===== config.mk =====
export PLATFORM = sky130hd
export DESIGN_NAME = encoder_mt_speed_meter
export DESIGN_NICKNAME = d
export VERILOG_FILES = /design/src/hw/rtl/esm_pkg.sv /design/src/hw/rtl/esm_alu.sv /design/src/hw/rtl/encoder_mt_speed_meter.sv
export SDC_FILE = /design/constraint.sdc
export NUM_CORES = 1
export LEC_CHECK = 0
export BUFFER_PORTS_ARGS = -buffer_cell sky130_fd_sc_hd__buf_4
export CORE_MARGIN = 1
export CORE_UTILIZATION = 40
export CTS_CLUSTER_DIAMETER = 200
export CTS_CLUSTER_SIZE = 20
export DETAILED_ROUTE_END_ITERATION = 16
export PLACE_DENSITY_LB_ADDON = 0.2
export SYNTH_ARGS = -nofsm -noshare
export SYNTH_HDL_FRONTEND = slang
export SYNTH_SLANG_ARGS = --single-unit
export TNS_END_PERCENT = 5

===== constraint.sdc =====
create_clock -name clk -period 8.55 [get_ports clk]
set_input_delay 2.1375 -clock clk [delete_from_list [all_inputs] [get_ports clk]]
set_output_delay 2.1375 -clock clk [all_outputs]
set_load 0.02 [all_outputs]

===== src/hw/rtl/esm_pkg.sv =====
`timescale 1ns / 1ps
// ----------------------------------------------------------------------------
// esm_pkg
// Shared widths, codes and control structs of the encoder speed meter.
// ----------------------------------------------------------------------------
package esm_pkg;

	localparam int CNT_W   = 16;
	localparam int PER_W   = 32;
	localparam int POS_W   = 32;
	localparam int SPD_W   = 32;
	localparam int THR_W   = 31;
	localparam int MSC_W   = 20;
	localparam int NUM_W   = 32;
	localparam int PROD_W  = CNT_W + MSC_W;
	localparam int ACC_W   = PROD_W + 1;
	localparam int ITER_W  = 5;

	localparam int IN_TDATA_W  = 48;
	localparam int OUT_TDATA_W = 72;
	localparam int CFG_IDX_W   = 2;
	localparam int CFG_DATA_W  = 32;

	localparam logic [ITER_W-1:0] MUL_LAST = ITER_W'(CNT_W - 1);
	localparam logic [ITER_W-1:0] DIV_LAST = ITER_W'(NUM_W - 1);

	localparam logic [CFG_IDX_W-1:0] REG_THRESHOLD = 2'd0;
	localparam logic [CFG_IDX_W-1:0] REG_M_SCALE   = 2'd1;
	localparam logic [CFG_IDX_W-1:0] REG_T_NUMER   = 2'd2;

	localparam logic [THR_W-1:0] THR_RESET = 31'd819200;
	localparam logic [MSC_W-1:0] MSC_RESET = 20'd4000;
	localparam logic [NUM_W-1:0] NUM_RESET = 32'd336000000;

	localparam logic [SPD_W-1:0] SPD_MAX = 32'h7FFF_FFFF;

	localparam logic METHOD_M = 1'b0;
	localparam logic METHOD_T = 1'b1;

	typedef struct packed {
		logic start;
		logic op_div;
	} esm_alu_cmd_t;

	typedef struct packed {
		logic busy;
		logic done;
	} esm_alu_sts_t;

endpackage


===== src/hw/rtl/esm_alu.sv =====
`timescale 1ns / 1ps
// ----------------------------------------------------------------------------
// esm_alu
// Iterative shift-add multiplier and restoring divider on one shared adder.
// ----------------------------------------------------------------------------
module esm_alu (
	input  logic                              clk,
	input  logic                              arst_n,
	input  esm_pkg::esm_alu_cmd_t             cmd,
	input  logic [esm_pkg::NUM_W-1:0]         dividend,
	input  logic [esm_pkg::PER_W-1:0]         divisor,
	input  logic [esm_pkg::MSC_W-1:0]         mscale,
	input  logic [esm_pkg::CNT_W-1:0]         mplier,
	output esm_pkg::esm_alu_sts_t             sts,
	output logic [esm_pkg::PROD_W-1:0]        result
);

	logic                          busy_q;
	logic                          done_q;
	logic                          op_div_q;
	logic [esm_pkg::ITER_W-1:0]    cnt_q;
	logic [esm_pkg::ACC_W-1:0]     acc_q;
	logic [esm_pkg::NUM_W-1:0]     quo_q;
	logic [esm_pkg::PER_W-1:0]     divisor_q;
	logic [esm_pkg::MSC_W-1:0]     mscale_q;

	logic [esm_pkg::NUM_W:0]       rem_sh;
	logic [esm_pkg::ACC_W-1:0]     op_a;
	logic [esm_pkg::ACC_W-1:0]     op_b;
	logic [esm_pkg::ACC_W-1:0]     sum;

	// dividend bits and multiplier bits both leave quo_q from the top
	assign rem_sh = {acc_q[esm_pkg::NUM_W-1:0], quo_q[esm_pkg::NUM_W-1]};

	always_comb begin
		if (op_div_q) begin
			op_a = {{(esm_pkg::ACC_W - esm_pkg::NUM_W - 1){1'b0}}, rem_sh};
			op_b = ~{{(esm_pkg::ACC_W - esm_pkg::PER_W){1'b0}}, divisor_q};
		end else begin
			op_a = {acc_q[esm_pkg::ACC_W-2:0], 1'b0};
			op_b = quo_q[esm_pkg::NUM_W-1] ?
				{{(esm_pkg::ACC_W - esm_pkg::MSC_W){1'b0}}, mscale_q} : '0;
		end
	end

	assign sum = op_a + op_b + {{(esm_pkg::ACC_W-1){1'b0}}, op_div_q};

	always_ff @(posedge clk or negedge arst_n) begin
		if (!arst_n) begin
			busy_q <= 1'b0;
			done_q <= 1'b0;
		end else if (cmd.start) begin
			busy_q <= 1'b1;
			done_q <= 1'b0;
		end else if (busy_q && cnt_q == '0) begin
			busy_q <= 1'b0;
			done_q <= 1'b1;
		end
	end

	always_ff @(posedge clk) begin
		if (cmd.start) begin
			op_div_q  <= cmd.op_div;
			cnt_q     <= cmd.op_div ? esm_pkg::DIV_LAST : esm_pkg::MUL_LAST;
			acc_q     <= '0;
			quo_q     <= cmd.op_div ? dividend :
				{mplier, {(esm_pkg::NUM_W - esm_pkg::CNT_W){1'b0}}};
			divisor_q <= divisor;
			mscale_q  <= mscale;
		end else if (busy_q) begin
			cnt_q <= cnt_q - 1'b1;
			if (op_div_q) begin
				// negative difference: keep the shifted remainder
				acc_q <= sum[esm_pkg::ACC_W-1] ?
					{{(esm_pkg::ACC_W - esm_pkg::NUM_W - 1){1'b0}}, rem_sh} : sum;
				quo_q <= {quo_q[esm_pkg::NUM_W-2:0], ~sum[esm_pkg::ACC_W-1]};
			end else begin
				acc_q <= sum;
				quo_q <= {quo_q[esm_pkg::NUM_W-2:0], 1'b0};
			end
		end
	end

	assign sts.busy = busy_q;
	assign sts.done = done_q;
	assign result   = op_div_q ?
		{{(esm_pkg::PROD_W - esm_pkg::NUM_W){1'b0}}, quo_q} : acc_q[esm_pkg::PROD_W-1:0];

endmodule


===== src/hw/rtl/encoder_mt_speed_meter.sv =====
`timescale 1ns / 1ps
// ----------------------------------------------------------------------------
// encoder_mt_speed_meter
// Quadrature position and M/T speed measurement with automatic switching.
// ----------------------------------------------------------------------------
// Usage:
//   s_* carries one sample tick: the encoder counter reading and the latest
//   captured pulse period. m_* returns one result per tick: position, signed
//   Q16.16 speed and direction in tdata, the method used in tuser.
//   cfg_* writes the switch threshold, M scale and T numerator; write only
//   while no tick is in flight. cfg_ready is always high.
// Timing:
//   a tick is taken only while the block is idle. One shared adder runs a
//   shift-add multiply (16 steps) in M mode or a restoring divide (32 steps)
//   in T mode, and the next tick is taken only once the result has moved
//   into the output register.
// Reset and stalls:
//   reset clears position, last counter, last speed and selects M mode;
//   registers go to their defaults. A stalled result holds in the output
//   register and the finished computation waits behind it.
// ----------------------------------------------------------------------------
module encoder_mt_speed_meter (
	input  logic                                  clk,
	input  logic                                  arst_n,
	// counter_value[15:0], pulse_period[47:16]
	input  logic [esm_pkg::IN_TDATA_W-1:0]        s_tdata,
	input  logic                                  s_tvalid,
	output logic                                  s_tready,
	// position[31:0], speed[63:32], direction[64], zero fill
	output logic [esm_pkg::OUT_TDATA_W-1:0]       m_tdata,
	// method[0]
	output logic                                  m_tuser,
	output logic                                  m_tvalid,
	input  logic                                  m_tready,
	input  logic                                  cfg_valid,
	output logic                                  cfg_ready,
	input  logic [esm_pkg::CFG_IDX_W-1:0]         cfg_index,
	input  logic [esm_pkg::CFG_DATA_W-1:0]        cfg_data
);

	localparam logic ST_IDLE = 1'b0;
	localparam logic ST_RUN  = 1'b1;

	logic                          state_q;
	logic [esm_pkg::THR_W-1:0]     thr_q;
	logic [esm_pkg::MSC_W-1:0]     msc_q;
	logic [esm_pkg::NUM_W-1:0]     num_q;
	logic [esm_pkg::CNT_W-1:0]     last_cnt_q;
	logic [esm_pkg::POS_W-1:0]     pos_acc_q;
	logic [esm_pkg::SPD_W-1:0]     last_spd_q;
	logic                          method_q;
	logic                          neg_q;

	logic                          out_valid_q;
	logic [esm_pkg::POS_W-1:0]     out_pos_q;
	logic [esm_pkg::SPD_W-1:0]     out_spd_q;
	logic                          out_dir_q;
	logic                          out_method_q;

	logic [esm_pkg::CNT_W-1:0]     cv;
	logic [esm_pkg::PER_W-1:0]     period;
	logic [esm_pkg::CNT_W-1:0]     d16;
	logic                          neg;
	logic [esm_pkg::CNT_W-1:0]     dmag;
	logic [esm_pkg::POS_W-1:0]     dext;
	logic [esm_pkg::SPD_W-1:0]     prev_mag;
	logic [esm_pkg::SPD_W-1:0]     thr_ext;
	logic                          use_t;
	logic                          in_xfer;
	logic                          out_free;
	logic                          finish;

	esm_pkg::esm_alu_cmd_t         alu_cmd;
	esm_pkg::esm_alu_sts_t         alu_sts;
	logic [esm_pkg::PROD_W-1:0]    alu_res;
	logic [esm_pkg::SPD_W-1:0]     sat_mag;

	assign cv     = s_tdata[esm_pkg::CNT_W-1:0];
	assign period = s_tdata[esm_pkg::CNT_W +: esm_pkg::PER_W];

	assign d16      = cv - last_cnt_q;
	assign neg      = d16[esm_pkg::CNT_W-1];
	assign dmag     = neg ? (~d16 + 1'b1) : d16;
	assign dext     = {{(esm_pkg::POS_W - esm_pkg::CNT_W){neg}}, d16};
	assign prev_mag = last_spd_q[esm_pkg::SPD_W-1] ? (~last_spd_q + 1'b1) : last_spd_q;
	assign thr_ext  = {1'b0, thr_q};

	always_comb begin
		if (method_q == esm_pkg::METHOD_M) begin
			use_t = (prev_mag < thr_ext) && (period != '0);
		end else begin
			use_t = !((prev_mag > thr_ext) || (period == '0));
		end
	end

	assign s_tready = (state_q == ST_IDLE);
	assign in_xfer  = s_tvalid && s_tready;
	assign out_free = !out_valid_q || m_tready;
	assign finish   = (state_q == ST_RUN) && alu_sts.done && out_free;

	assign alu_cmd.start  = in_xfer;
	assign alu_cmd.op_div = use_t;

	esm_alu u_alu (
		.clk      (clk),
		.arst_n   (arst_n),
		.cmd      (alu_cmd),
		.dividend (num_q),
		.divisor  (period),
		.mscale   (msc_q),
		.mplier   (dmag),
		.sts      (alu_sts),
		.result   (alu_res)
	);

	// clamp to the largest positive Q16.16 value before the sign goes on
	assign sat_mag = (|alu_res[esm_pkg::PROD_W-1:esm_pkg::SPD_W-1]) ?
		esm_pkg::SPD_MAX : {1'b0, alu_res[esm_pkg::SPD_W-2:0]};

	assign cfg_ready = 1'b1;

	always_ff @(posedge clk or negedge arst_n) begin
		if (!arst_n) begin
			thr_q <= esm_pkg::THR_RESET;
			msc_q <= esm_pkg::MSC_RESET;
			num_q <= esm_pkg::NUM_RESET;
		end else if (cfg_valid) begin
			unique case (cfg_index)
				esm_pkg::REG_THRESHOLD: thr_q <= cfg_data[esm_pkg::THR_W-1:0];
				esm_pkg::REG_M_SCALE:   msc_q <= cfg_data[esm_pkg::MSC_W-1:0];
				esm_pkg::REG_T_NUMER:   num_q <= cfg_data[esm_pkg::NUM_W-1:0];
				default: ;
			endcase
		end
	end

	always_ff @(posedge clk or negedge arst_n) begin
		if (!arst_n) begin
			state_q    <= ST_IDLE;
			last_cnt_q <= '0;
			pos_acc_q  <= '0;
			last_spd_q <= '0;
			method_q   <= esm_pkg::METHOD_M;
			neg_q      <= 1'b0;
		end else begin
			if (in_xfer) begin
				state_q    <= ST_RUN;
				last_cnt_q <= cv;
				pos_acc_q  <= pos_acc_q + dext;
				method_q   <= use_t;
				neg_q      <= neg;
			end else if (finish) begin
				state_q    <= ST_IDLE;
				last_spd_q <= neg_q ? (~sat_mag + 1'b1) : sat_mag;
			end
		end
	end

	always_ff @(posedge clk or negedge arst_n) begin
		if (!arst_n) begin
			out_valid_q <= 1'b0;
		end else if (finish) begin
			out_valid_q <= 1'b1;
		end else if (m_tready) begin
			out_valid_q <= 1'b0;
		end
	end

	always_ff @(posedge clk) begin
		if (finish) begin
			out_pos_q    <= pos_acc_q;
			out_spd_q    <= neg_q ? (~sat_mag + 1'b1) : sat_mag;
			out_dir_q    <= ~neg_q;
			out_method_q <= method_q;
		end
	end

	assign m_tvalid = out_valid_q;
	assign m_tuser  = out_method_q;
	assign m_tdata  = {{(esm_pkg::OUT_TDATA_W - esm_pkg::POS_W - esm_pkg::SPD_W - 1){1'b0}},
		out_dir_q, out_spd_q, out_pos_q};

`ifndef SYNTH
	// a transfer always launches the shared unit
	a_start_busy: assert property (@(posedge clk) disable iff (!arst_n)
		s_tvalid && s_tready |=> alu_sts.busy)
		else $error("shared unit not started after input transfer");

	a_busy_done: assert property (@(posedge clk) disable iff (!arst_n)
		!(alu_sts.busy && alu_sts.done))
		else $error("shared unit busy and done at once");

	// no input is taken while a tick is still being computed
	a_no_accept_busy: assert property (@(posedge clk) disable iff (!arst_n)
		alu_sts.busy |-> !s_tready)
		else $error("input ready while computation in flight");

	a_speed_sat: assert property (@(posedge clk) disable iff (!arst_n)
		m_tvalid |-> m_tdata[63:32] != 32'h8000_0000)
		else $error("speed magnitude escaped saturation");
`endif

endmodule

# --- Word-level counts from Yosys, hierarchy flattened ---
# Cells that the tools add are included.
classes:
  addsub: 8
  mul: 0
  div_mod_pow: 0
  magnitude_cmp: 2
  n_eq_ne: 2
  shift: 0
  muxes: 26
  bitwise: 8
  n_reduce_logical: 22
ops:
  columns: ["op", "count"]
  rows:
  - ["32-bit 2-to-1 mux", 5]
  - ["36-bit 2-to-1 mux", 3]
  - ["37-bit 2-to-1 mux", 2]
  - ["32-bit by 1-bit adder with 32-bit output, second input constant", 2]
  - ["37-bit by 1-bit adder with 37-bit output", 1]
  - ["37-bit adder", 1]
  - ["32-bit inverter with 37-bit output", 1]
  - ["32-bit adder", 1]
  - ["32-bit by 31-bit greater-than comparator with 1-bit output", 1]
  - ["32-bit logical NOT", 1]
  - ["32-bit by 31-bit less-than comparator with 1-bit output", 1]
  - ["31-bit inverter with 32-bit output", 1]
  - ["32-bit inverter", 1]
  - ["32-bit nonzero test", 1]
  - ["31-bit 2-to-1 mux", 1]
  - ["20-bit 2-to-1 mux", 1]
  - ["16-bit by 1-bit adder with 16-bit output, second input constant", 1]
  - ["16-bit 2-to-1 mux", 1]
  - ["16-bit inverter", 1]
  - ["16-bit subtractor", 1]
  - ["5-bit 2-to-1 mux", 3]
  - ["1-bit 2-to-1 mux", 10]
  - ["2-bit AND reduction", 4]
  - ["2-bit nonzero test", 4]
  - ["other kinds (10)", 19]
word_totals:
  reg_bits: 361
  latchBits: 0
  ram_bits: 0
  mem_bits_ro: 0
  input_bits: 87
  output_inout_bits: 76
  n_memories: 0

# --- Logic depth before layout (Yosys ltp) ---
# Gate-level depths: netlist of the first run.
logic_depth:
  word_depth: 9
  ltp_mapped: 26

# --- By module ---
# Synthesis of the first run repeated with hierarchy kept, for this count alone.
hier_totals:
  hier_cells: 2074
  area_unflattened_um2: 20900.0
modules_own_cells:
  columns: ["module", "n_inst", "cells_each", "area_each_um2", "seq_area_each_um2"]
  rows:
  - ["encoder_mt_speed_meter", 1, 1299, 13256.5, 6183.4]
  - ["esm_alu", 1, 775, 7643.6, 3473.3]

# --- Least setup slack after synthesis of the first run ---
# OpenSTA, ideal clock, no wires.
synth_path:
  path_type: "input-to-reg"
  startpoint: "input port s_tdata[1] (netlist name)"
  endpoint: "register pos_acc_q[29] (netlist name)"
  arrival_time_ns: 6.374
  required_ns: 8.416
  slack_ns: 2.042
  stages: 21
  path_buffers: 1
  path_cell_list: "ha_1 > nor2b_1 > o31a_1 > o41a_1 > o211a_1 > a31oi_1 > a21oi_1 > xor2_1 > clkinv_1 > ha_1 > clkbuf_1 > and4_1 > and3b_1 > and3_1 > a211oi_1 > a21oi_1 > a21oi_1 > o21bai_1 > a21oi_1 > xor2_1 > o21ai_0"
synth_via:
  elab_chain_cells: 2
synth_rtl:
  columns: ["item", "line_no", "source"]
  rows:
  - ["start, declared", "encoder_mt_speed_meter.sv:26", "input logic [esm_pkg::IN_TDATA_W-1:0] s_tdata,"]
  - ["16-bit subtractor", "encoder_mt_speed_meter.sv:81", "assign d16 = cv - last_cnt_q;"]
  - ["via d16 (one bit)", "encoder_mt_speed_meter.sv:62", "logic [esm_pkg::CNT_W-1:0] d16;"]
  - ["32-bit adder", "encoder_mt_speed_meter.sv:149", "pos_acc_q <= pos_acc_q + dext;"]
  - ["end signal, assigned", "encoder_mt_speed_meter.sv:149", null]
  - ["end, declared", "encoder_mt_speed_meter.sv:49", "logic [esm_pkg::POS_W-1:0] pos_acc_q;"]
# The timed path passes the listed nets, and every way through them passes these cells.
# A chain may end at the register's enable or synchronous reset.

# --- Final worst setup path of the first run ---
# Same ends and word-level chain as after synthesis.

==> summary.txt, run 1 <==
Cells and area
  • Filler cells: 4757
  • # nets final: 2391
  • Syn-to-layout area delta: 11.94%
  • Utilization after layout: between 40% and 50%
  • Most frequent cells in the layout: nand2_1, o21ai_0, buf_4
  • Share of cells above drive strength 1: between 10 and 15%
  • Most common cell after layout, fill and taps aside: nand2_1

Worst hold path
  • Hold WC Path Type: flop to flop
  • Hold Path Cell Cnt: 0
  • Min-delay src: msc_q[15]
  • WHS Endpoint: u_alu.mscale_q[15]

Clock network
  • Clock buffer depth: 3
  • CTS Buf Count: 22
  • Hold-fix buffers, CTS: 0
  • Clk slew on worst S/H paths: about 0.1 ns
  • Clk Latency, worst-skew pair: roughly 0.56 ns
  • Max H-tree Level: 1
  • Clock net sink count: roughly 360
  • Resized cells post-CTS: 0
  • CTS tree: yes
  • Root Buffer: clkbuf_16
  • Postcts setup bufs: 0

Route
  • Wire per inst: around 20 um
  • Drt initial violations: roughly 1200
  • Vias per Instance: between 5 and 6
  • Final wirelength: between 50 and 60 mm
  • DRC viols: 0
  • Vias: approximately 16000
  • Initial DRT Pass Iterations: 6
  • Final antenna-violating net count: 0

GRT
  • Total GRT Usage: about a fifth
  • GRT overflow: 0
  • Largest net degree at the start of global routing: about 100
  • Antenna violations before repair: 1
  • First-pass GRT wire length: slightly below 90 mm
  • Number of global-route vias before repair: 15112

Critical path
  • Crit path DAT: 7.52 ns
  • Crit path kind: input port to flop
  • Top Family by Delay on Critical Path: compound AO/OA/AOI/OAI gates
  • Max incr delay on CP: approximately 0.65 ns
  • Worst reg2reg path depth: 17
  • Worst-path fanout max: 24
  • Most common cell on crit path: a21oi_1
  • Levels on crit path: 22
  • Worst setup EP type: flop
  • CP Cell Sequence: buf_4 -> ha_1 -> nor2b_1 -> o31a_1 -> o41a_1 -> o211a_1 -> a31oi_1 -> a21oi_1 -> xor2_1 -> buf_4 -> clkinv_1 -> ha_1 -> and4_1 -> and3b_1 -> and3_1 -> a211oi_1 -> a21oi_1 -> a21oi_1 -> o21bai_1 -> a21oi_1 -> xor2_1 -> o21ai_0
  • Worst R2R End: u_alu.quo_q[17]
  • Worst path required time: between 8 and 9 ns
  • Crit Reg-Reg Startpoint: last_spd_q[3]
  • Reg2reg setup slack: between 2 and 3 ns
  • Critical path startpoint category: input port
  • CP max stage cell: clkinv_1
  • WP buf/inv: 3

Synthesis
  • Synth warn: 0
  • Yosys reg bits: about 360
  • Avg Inst Size Synth: a little under 10 sq um
  • Async S/R FF share, synth: approximately 47%
  • EDFF count, synth: between 150 and 200
  • Synth top area cells: edfxtp_1, dfrtp_1, ha_1
  • Post-Synthesis Cells: between 2000 and 2500
  • Syn Std Cell Area: between 20000 and 25000 sq um
  • Largest area contributor in the netlist: edfxtp_1
  • Top FF cell, synth: edfxtp_1
  • Sequential-to-total area share from yosys stat: 47.04%
  • Post-synth cell types: 86
  • Area share of the largest cell type after synthesis: between 20% and 30%

Timing
  • Fin. Hold Viols: 0
  • Final Skew: between 0.02 and 0.03 ns
  • RSZ-0062 raised after global routing: false
  • Achievable frequency: 0.1407 GHz
  • Final min period: roughly 7.1 ns
  • Slew HR: 30.21%
  • Max Slew Vio Count: 0
  • Tcrit/Tclk final: between 80% and 90%
  • Setup-failing EPs final: 0
  • Fin Setup TNS: 0 ns
  • Worst-margin pin slew: 1.044 ns

Floorplanning
  • I/O Pins: between 150 and 200
  • Num rows: between 80 and 90
  • Die height: about 230 um
  • Core area: just over 50000 sq um
  • Die area: approximately 52000 sq um
  • Chip width: 228.6 um
  • Initial Util: 40.75%

Power
  • Leakage: between 9 and 10 nW
  • Max VDD drop: ~0.18 mV
  • Power per cell area: 441.9 nW/um^2

Placed design
  • GPL Wtd Cong: approximately 0.9
  • DPL Wire Length: between 40 and 50 mm
  • Port Buffer Count: ~150

Run
  • MaxCap Viol Count: 0

Run status
  • Status: finished clean
## area by class of cell
cell class,count,area [sq um],share of cell area (%)
sequential,361,9657,42.02
antenna,1,2.502,0.01089
inverter,102,387.9,1.688
clock inverter,1,20.02,0.08711
timing repair buffer,174,1310,5.700
clock buffer,39,635.6,2.766
multi-input combinational,1524,10130,44.07
tap,672,840.8,3.659
## cell usage after synthesis (35+ instances only)
master / instances
nor3_1: 35
a21o_1: 48
a21oi_1: 113
inv_1: 96
clkbuf_1: 61
mux2_2: 75
ha_1: 115
edfxtp_1: 156
dfrtp_1: 151
xnor2_1: 93
nor2_1: 105
dfxtp_1: 36
mux2i_1: 49
o21ai_0: 218
xor2_1: 35
nand2_1: 300
## stage by stage
stage	setup slack, ns	power [mW]	hold WS, ns	instances	instance area [sq um]
after global placement	1.109	8.863	0.4245	2833	22320
after floorplan	2.042	7.371	0.4194	2077	20550
after CTS	1.550	10.15	0.4399	2873	22980
after detailed placement	0.9555	8.971	0.4280	2833	22320
after global routing	1.093	10.97	0.4432	2873	22980
final	1.444	10.15	0.4350	2874	22980
## metal layers
metal	global-route usage, %	up-vias	part of all wire [%]
li1	-	7640	-
met1	32.14	7799	49
met2	32.86	355	44
met3	2.158	49	4.9
met4	4.069	0	1.4
met5	0	-	0
## registers in the layout, indices dropped and copies added, names as in the netlist, 20 cells and up
signal,flops
u_alu.acc_q,36
last_spd_q,32
num_q,32
out_pos_q,32
out_spd_q,32
pos_acc_q,32
u_alu.divisor_q,32
u_alu.quo_q,32
thr_q,31
msc_q,20
u_alu.mscale_q,20
## kinds of logic after synthesis
| kind of cell | count (synthesis) | share of synthesized area [%] |
|---|---|---|
| AOI/OAI and AO/OA | 558 | 16.77 |
| other | 2 | 0.03658 |
| xor gates and xnor gates | 128 | 5.461 |
| muxes | 124 | 6.503 |
| DFF | 361 | 47.04 |
| buffers and inverters | 192 | 3.833 |
| adders and majority gates | 119 | 7.399 |
| and+or+nand+nor | 587 | 12.96 |
## worst max path at each step
stage	startpoint	to	slack, ns
global placement	s_tdata[1]	pos_acc_q[29]	1.11
CTS	s_tdata[1]	pos_acc_q[29]	1.55
finish	s_tdata[1]	pos_acc_q[29]	1.44
detailed placement	s_tdata[1]	pos_acc_q[29]	0.96
floorplan	s_tdata[1]	pos_acc_q[29]	2.04
global route	s_tdata[1]	pos_acc_q[29]	1.09
## worst register-to-register path: stages (launching register included)
cell	delay, ns
dfrtp_1	0.45
or3_1	0.41
or2_1	0.26
nor2_1	0.18
nand2_1	0.11
or4_1	0.45
or4_1	0.49
or3_1	0.40
o41ai_2	0.25
xnor2_1	0.11
ha_1	0.30
nand4_1	0.16
nor4_1	0.53
nand4_1	0.25
a211o_2	0.65
o21ai_0	0.32
a31oi_1	0.11
a21o_1	0.22
## power by group
part,total [mW],switching (mW),internal [mW]
Sequential,3.06,0.516,2.55
Clock,1.13,0.612,0.513
Combinational,5.97,3.57,2.39
(Power assumes the default switching activity.)
==> run 2, diff against run 1 <==
- clock period: 8.55 -> 6.15 ns (I/O delays scaled with it)
==> run 2 against run 1 <==
Against the previous run: global-route usage up 0.051 points; worst hold slack better by 0.017 ns; final cell count increased by 1.1%; first-iteration DRC count grew 8.8%; non-clock buffer count grew 32; flip-flop and latch count stayed put; sequential power grew 40%; combinational power rose by 44%; critical endpoint is now pos_acc_q[26]; largest cell class unchanged.
==> summary.txt, run 2 (synthesis gave the netlist of run 1 again) <==
Timing
  • Final WS setup: ~0.47 ns
  • Tcrit/Tclk final: between 90% and 100%
  • RSZ-0062 raised after global routing: false
  • Setup-failing EPs final: 0
  • Worst-margin pin slew: between 1 and 1.5 ns
  • Max Slew Vio Count: 0
  • Final Skew: ~0.024 ns
  • Final min period: ~5.7 ns
  • Fin. Hold Viols: 0
  • Achievable frequency: roughly 0.18 GHz
  • Slew HR: between 20 and 30%

GRT
  • Number of global-route vias before repair: 15400
  • First-pass GRT wire length: just under 90 mm
  • Largest net degree at the start of global routing: 100
  • Total GRT Usage: about a fifth
  • GRT overflow: 0
  • Antenna violations before repair: 0

Placed design
  • DP Worst Slack: -0.04992 ns
  • Port Buffer Count: 154
  • DPL Wire Length: about 41 mm
  • GPL Wtd Cong: between 0.9 and 1

Route
  • Wire per inst: just under 20 um
  • Vias: approximately 16000
  • Final wirelength: 56.39 mm
  • Drt initial violations: approximately 1300
  • Initial DRT Pass Iterations: 5
  • DRC viols: 0
  • Vias per Instance: ~5.5
  • Final antenna-violating net count: 0

Cells and area
  • Syn-to-layout area delta: 13.16%
  • Most frequent cells in the layout: nand2_1, o21ai_0, buf_4
  • Most flops, register: u_alu.acc_q
  • Most common cell after layout, fill and taps aside: nand2_1
  • Share of cells above drive strength 1: about 16%
  • ANT cells: 0
  • Max reg flops: 36
  • # nets final: roughly 2400
  • Filler cells: approximately 4700
  • FF+latch area: a little under 10000 sq um
  • Area taken by multi-input logic gates: slightly above 10000 sq um

Floorplanning
  • Initial Util: ~41%
  • Num rows: between 80 and 90
  • Core area: 50380 sq um
  • Die area: between 50000 and 60000 sq um
  • Die height: about 230 um
  • Chip width: between 200 and 250 um
  • I/O Pins: between 150 and 200

Clock network
  • Hold-fix buffers, CTS: 0
  • CTS tree: yes
  • CTS Buf Count: 22
  • Clk Latency, worst-skew pair: 0.57 ns
  • Max H-tree Level: 1
  • Root Buffer: clkbuf_16
  • Clk slew on worst S/H paths: approximately 0.090 ns
  • Clock net sink count: approximately 360
  • Clock buffer depth: 3

Critical path
  • Worst reg2reg path depth: 18
  • CP Cell Sequence: buf_4 -> inv_1 -> ha_1 -> inv_1 -> fa_1 -> a21oi_1 -> o211ai_1 -> a2111oi_1 -> buf_4 -> nor2_1 -> xnor2_1 -> ha_1 -> o21a_1 -> o21ai_0 -> nand2b_1 -> a21oi_1 -> a211oi_1 -> o2111a_1 -> o41ai_1 -> nor2b_1 -> xnor2_1 -> o21ai_0
  • Worst path required time: 6.57 ns
  • Top Family by Delay on Critical Path: compound AO/OA/AOI/OAI gates
  • Levels on crit path: 22
  • CP max stage cell: o41ai_1
  • Max incr delay on CP: 0.57 ns
  • Critical path startpoint category: input port
  • Worst R2R End: u_alu.quo_q[30]
  • Reg2reg setup slack: slightly above 0.6 ns
  • Crit Reg-Reg Startpoint: last_spd_q[3]
  • Worst-path fanout max: 5
  • Crit path kind: input port to flop
  • Crit path DAT: 6.10 ns
  • WP buf/inv: 4
  • Worst setup EP type: flop

Power
  • Power per cell area: a little over 600 nW/um^2
  • Max VDD drop: between 0.2 and 0.3 mV
  • Power Total: around 14 mW
  • Leakage: about 9.8 nW

Worst hold path
  • WHS Endpoint: u_alu.mscale_q[1]
  • Min-delay src: msc_q[1]
  • Hold Path Cell Cnt: 0
  • Hold WC Path Type: flop to flop

Run
  • MaxCap Viol Count: 0

Run status
  • Status: finished clean
[run 2: cell types whose count changed in the layout (fill, tap and decap cells not counted), sizes merged]
cell   delta
buf      +32
diode     -1
[run 2: what timing repair did]
item,CTS,global route
endpoints found under the setup margin,0,1
setup buffers,0,0
endpoints found under the hold margin,0,0
gates resized for setup,0,1
[run 2: power by group]
| group | total, mW | internal, mW | leakage, nW | switching (mW) |
|---|---|---|---|---|
| sequential | 4.27 | 3.54 | 3.80 | 0.736 |
| clock | 1.56 | 0.713 | 0.312 | 0.851 |
| combinational | 8.61 | 3.58 | 5.71 | 5.03 |
[run 2: through the flow]
| stage | instance area [sq um] | util (%) | instances | TNS, ns | hold slack, ns |
|---|---|---|---|---|---|
| floorplan | 20550 | - | 2077 | 0 | 0.4194 |
| global placement | 22580 | 44.81 | 2865 | -0.1290 | 0.4243 |
| detailed placement | 22580 | 44.81 | 2865 | -0.1451 | 0.4324 |
| CTS | 23230 | 46.12 | 2905 | 0 | 0.4531 |
| global route | 23230 | 46.12 | 2905 | 0 | 0.4629 |
| finish | 23230 | 46.12 | 2905 | 0 | 0.4521 |
[run 2: layout make-up]
type | instances | area share (%)
Timing Repair Buffer | 206 | 6.727
Clock inverter | 1 | 0.08617
Inverter | 102 | 1.670
Multi-Input combinational cell | 1524 | 43.60
Tap cell | 672 | 3.619
Sequential cell | 361 | 41.57
Clock buffer | 39 | 2.736
[run 2: worst max path at each step]
stage | startpoint | to | slack (ns)
after floorplan | s_tdata[1] | pos_acc_q[29] | 0.24
after global placement | s_tdata[0] | pos_acc_q[29] | -0.05
after detailed placement | s_tdata[0] | pos_acc_q[29] | -0.05
after CTS | s_tdata[0] | pos_acc_q[29] | 0.53
after global routing | s_tdata[0] | pos_acc_q[26] | 0.11
final | s_tdata[0] | pos_acc_q[26] | 0.47
[run 2: routing by layer]
| metal | GRT usage, % | routed length (um) |
|---|---|---|
| met1 | 32.04 | 27490 |
| met2 | 32.44 | 24420 |
| met3 | 2.570 | 3356 |
| met4 | 4.992 | 1113 |
| met5 | 0 | 0 |
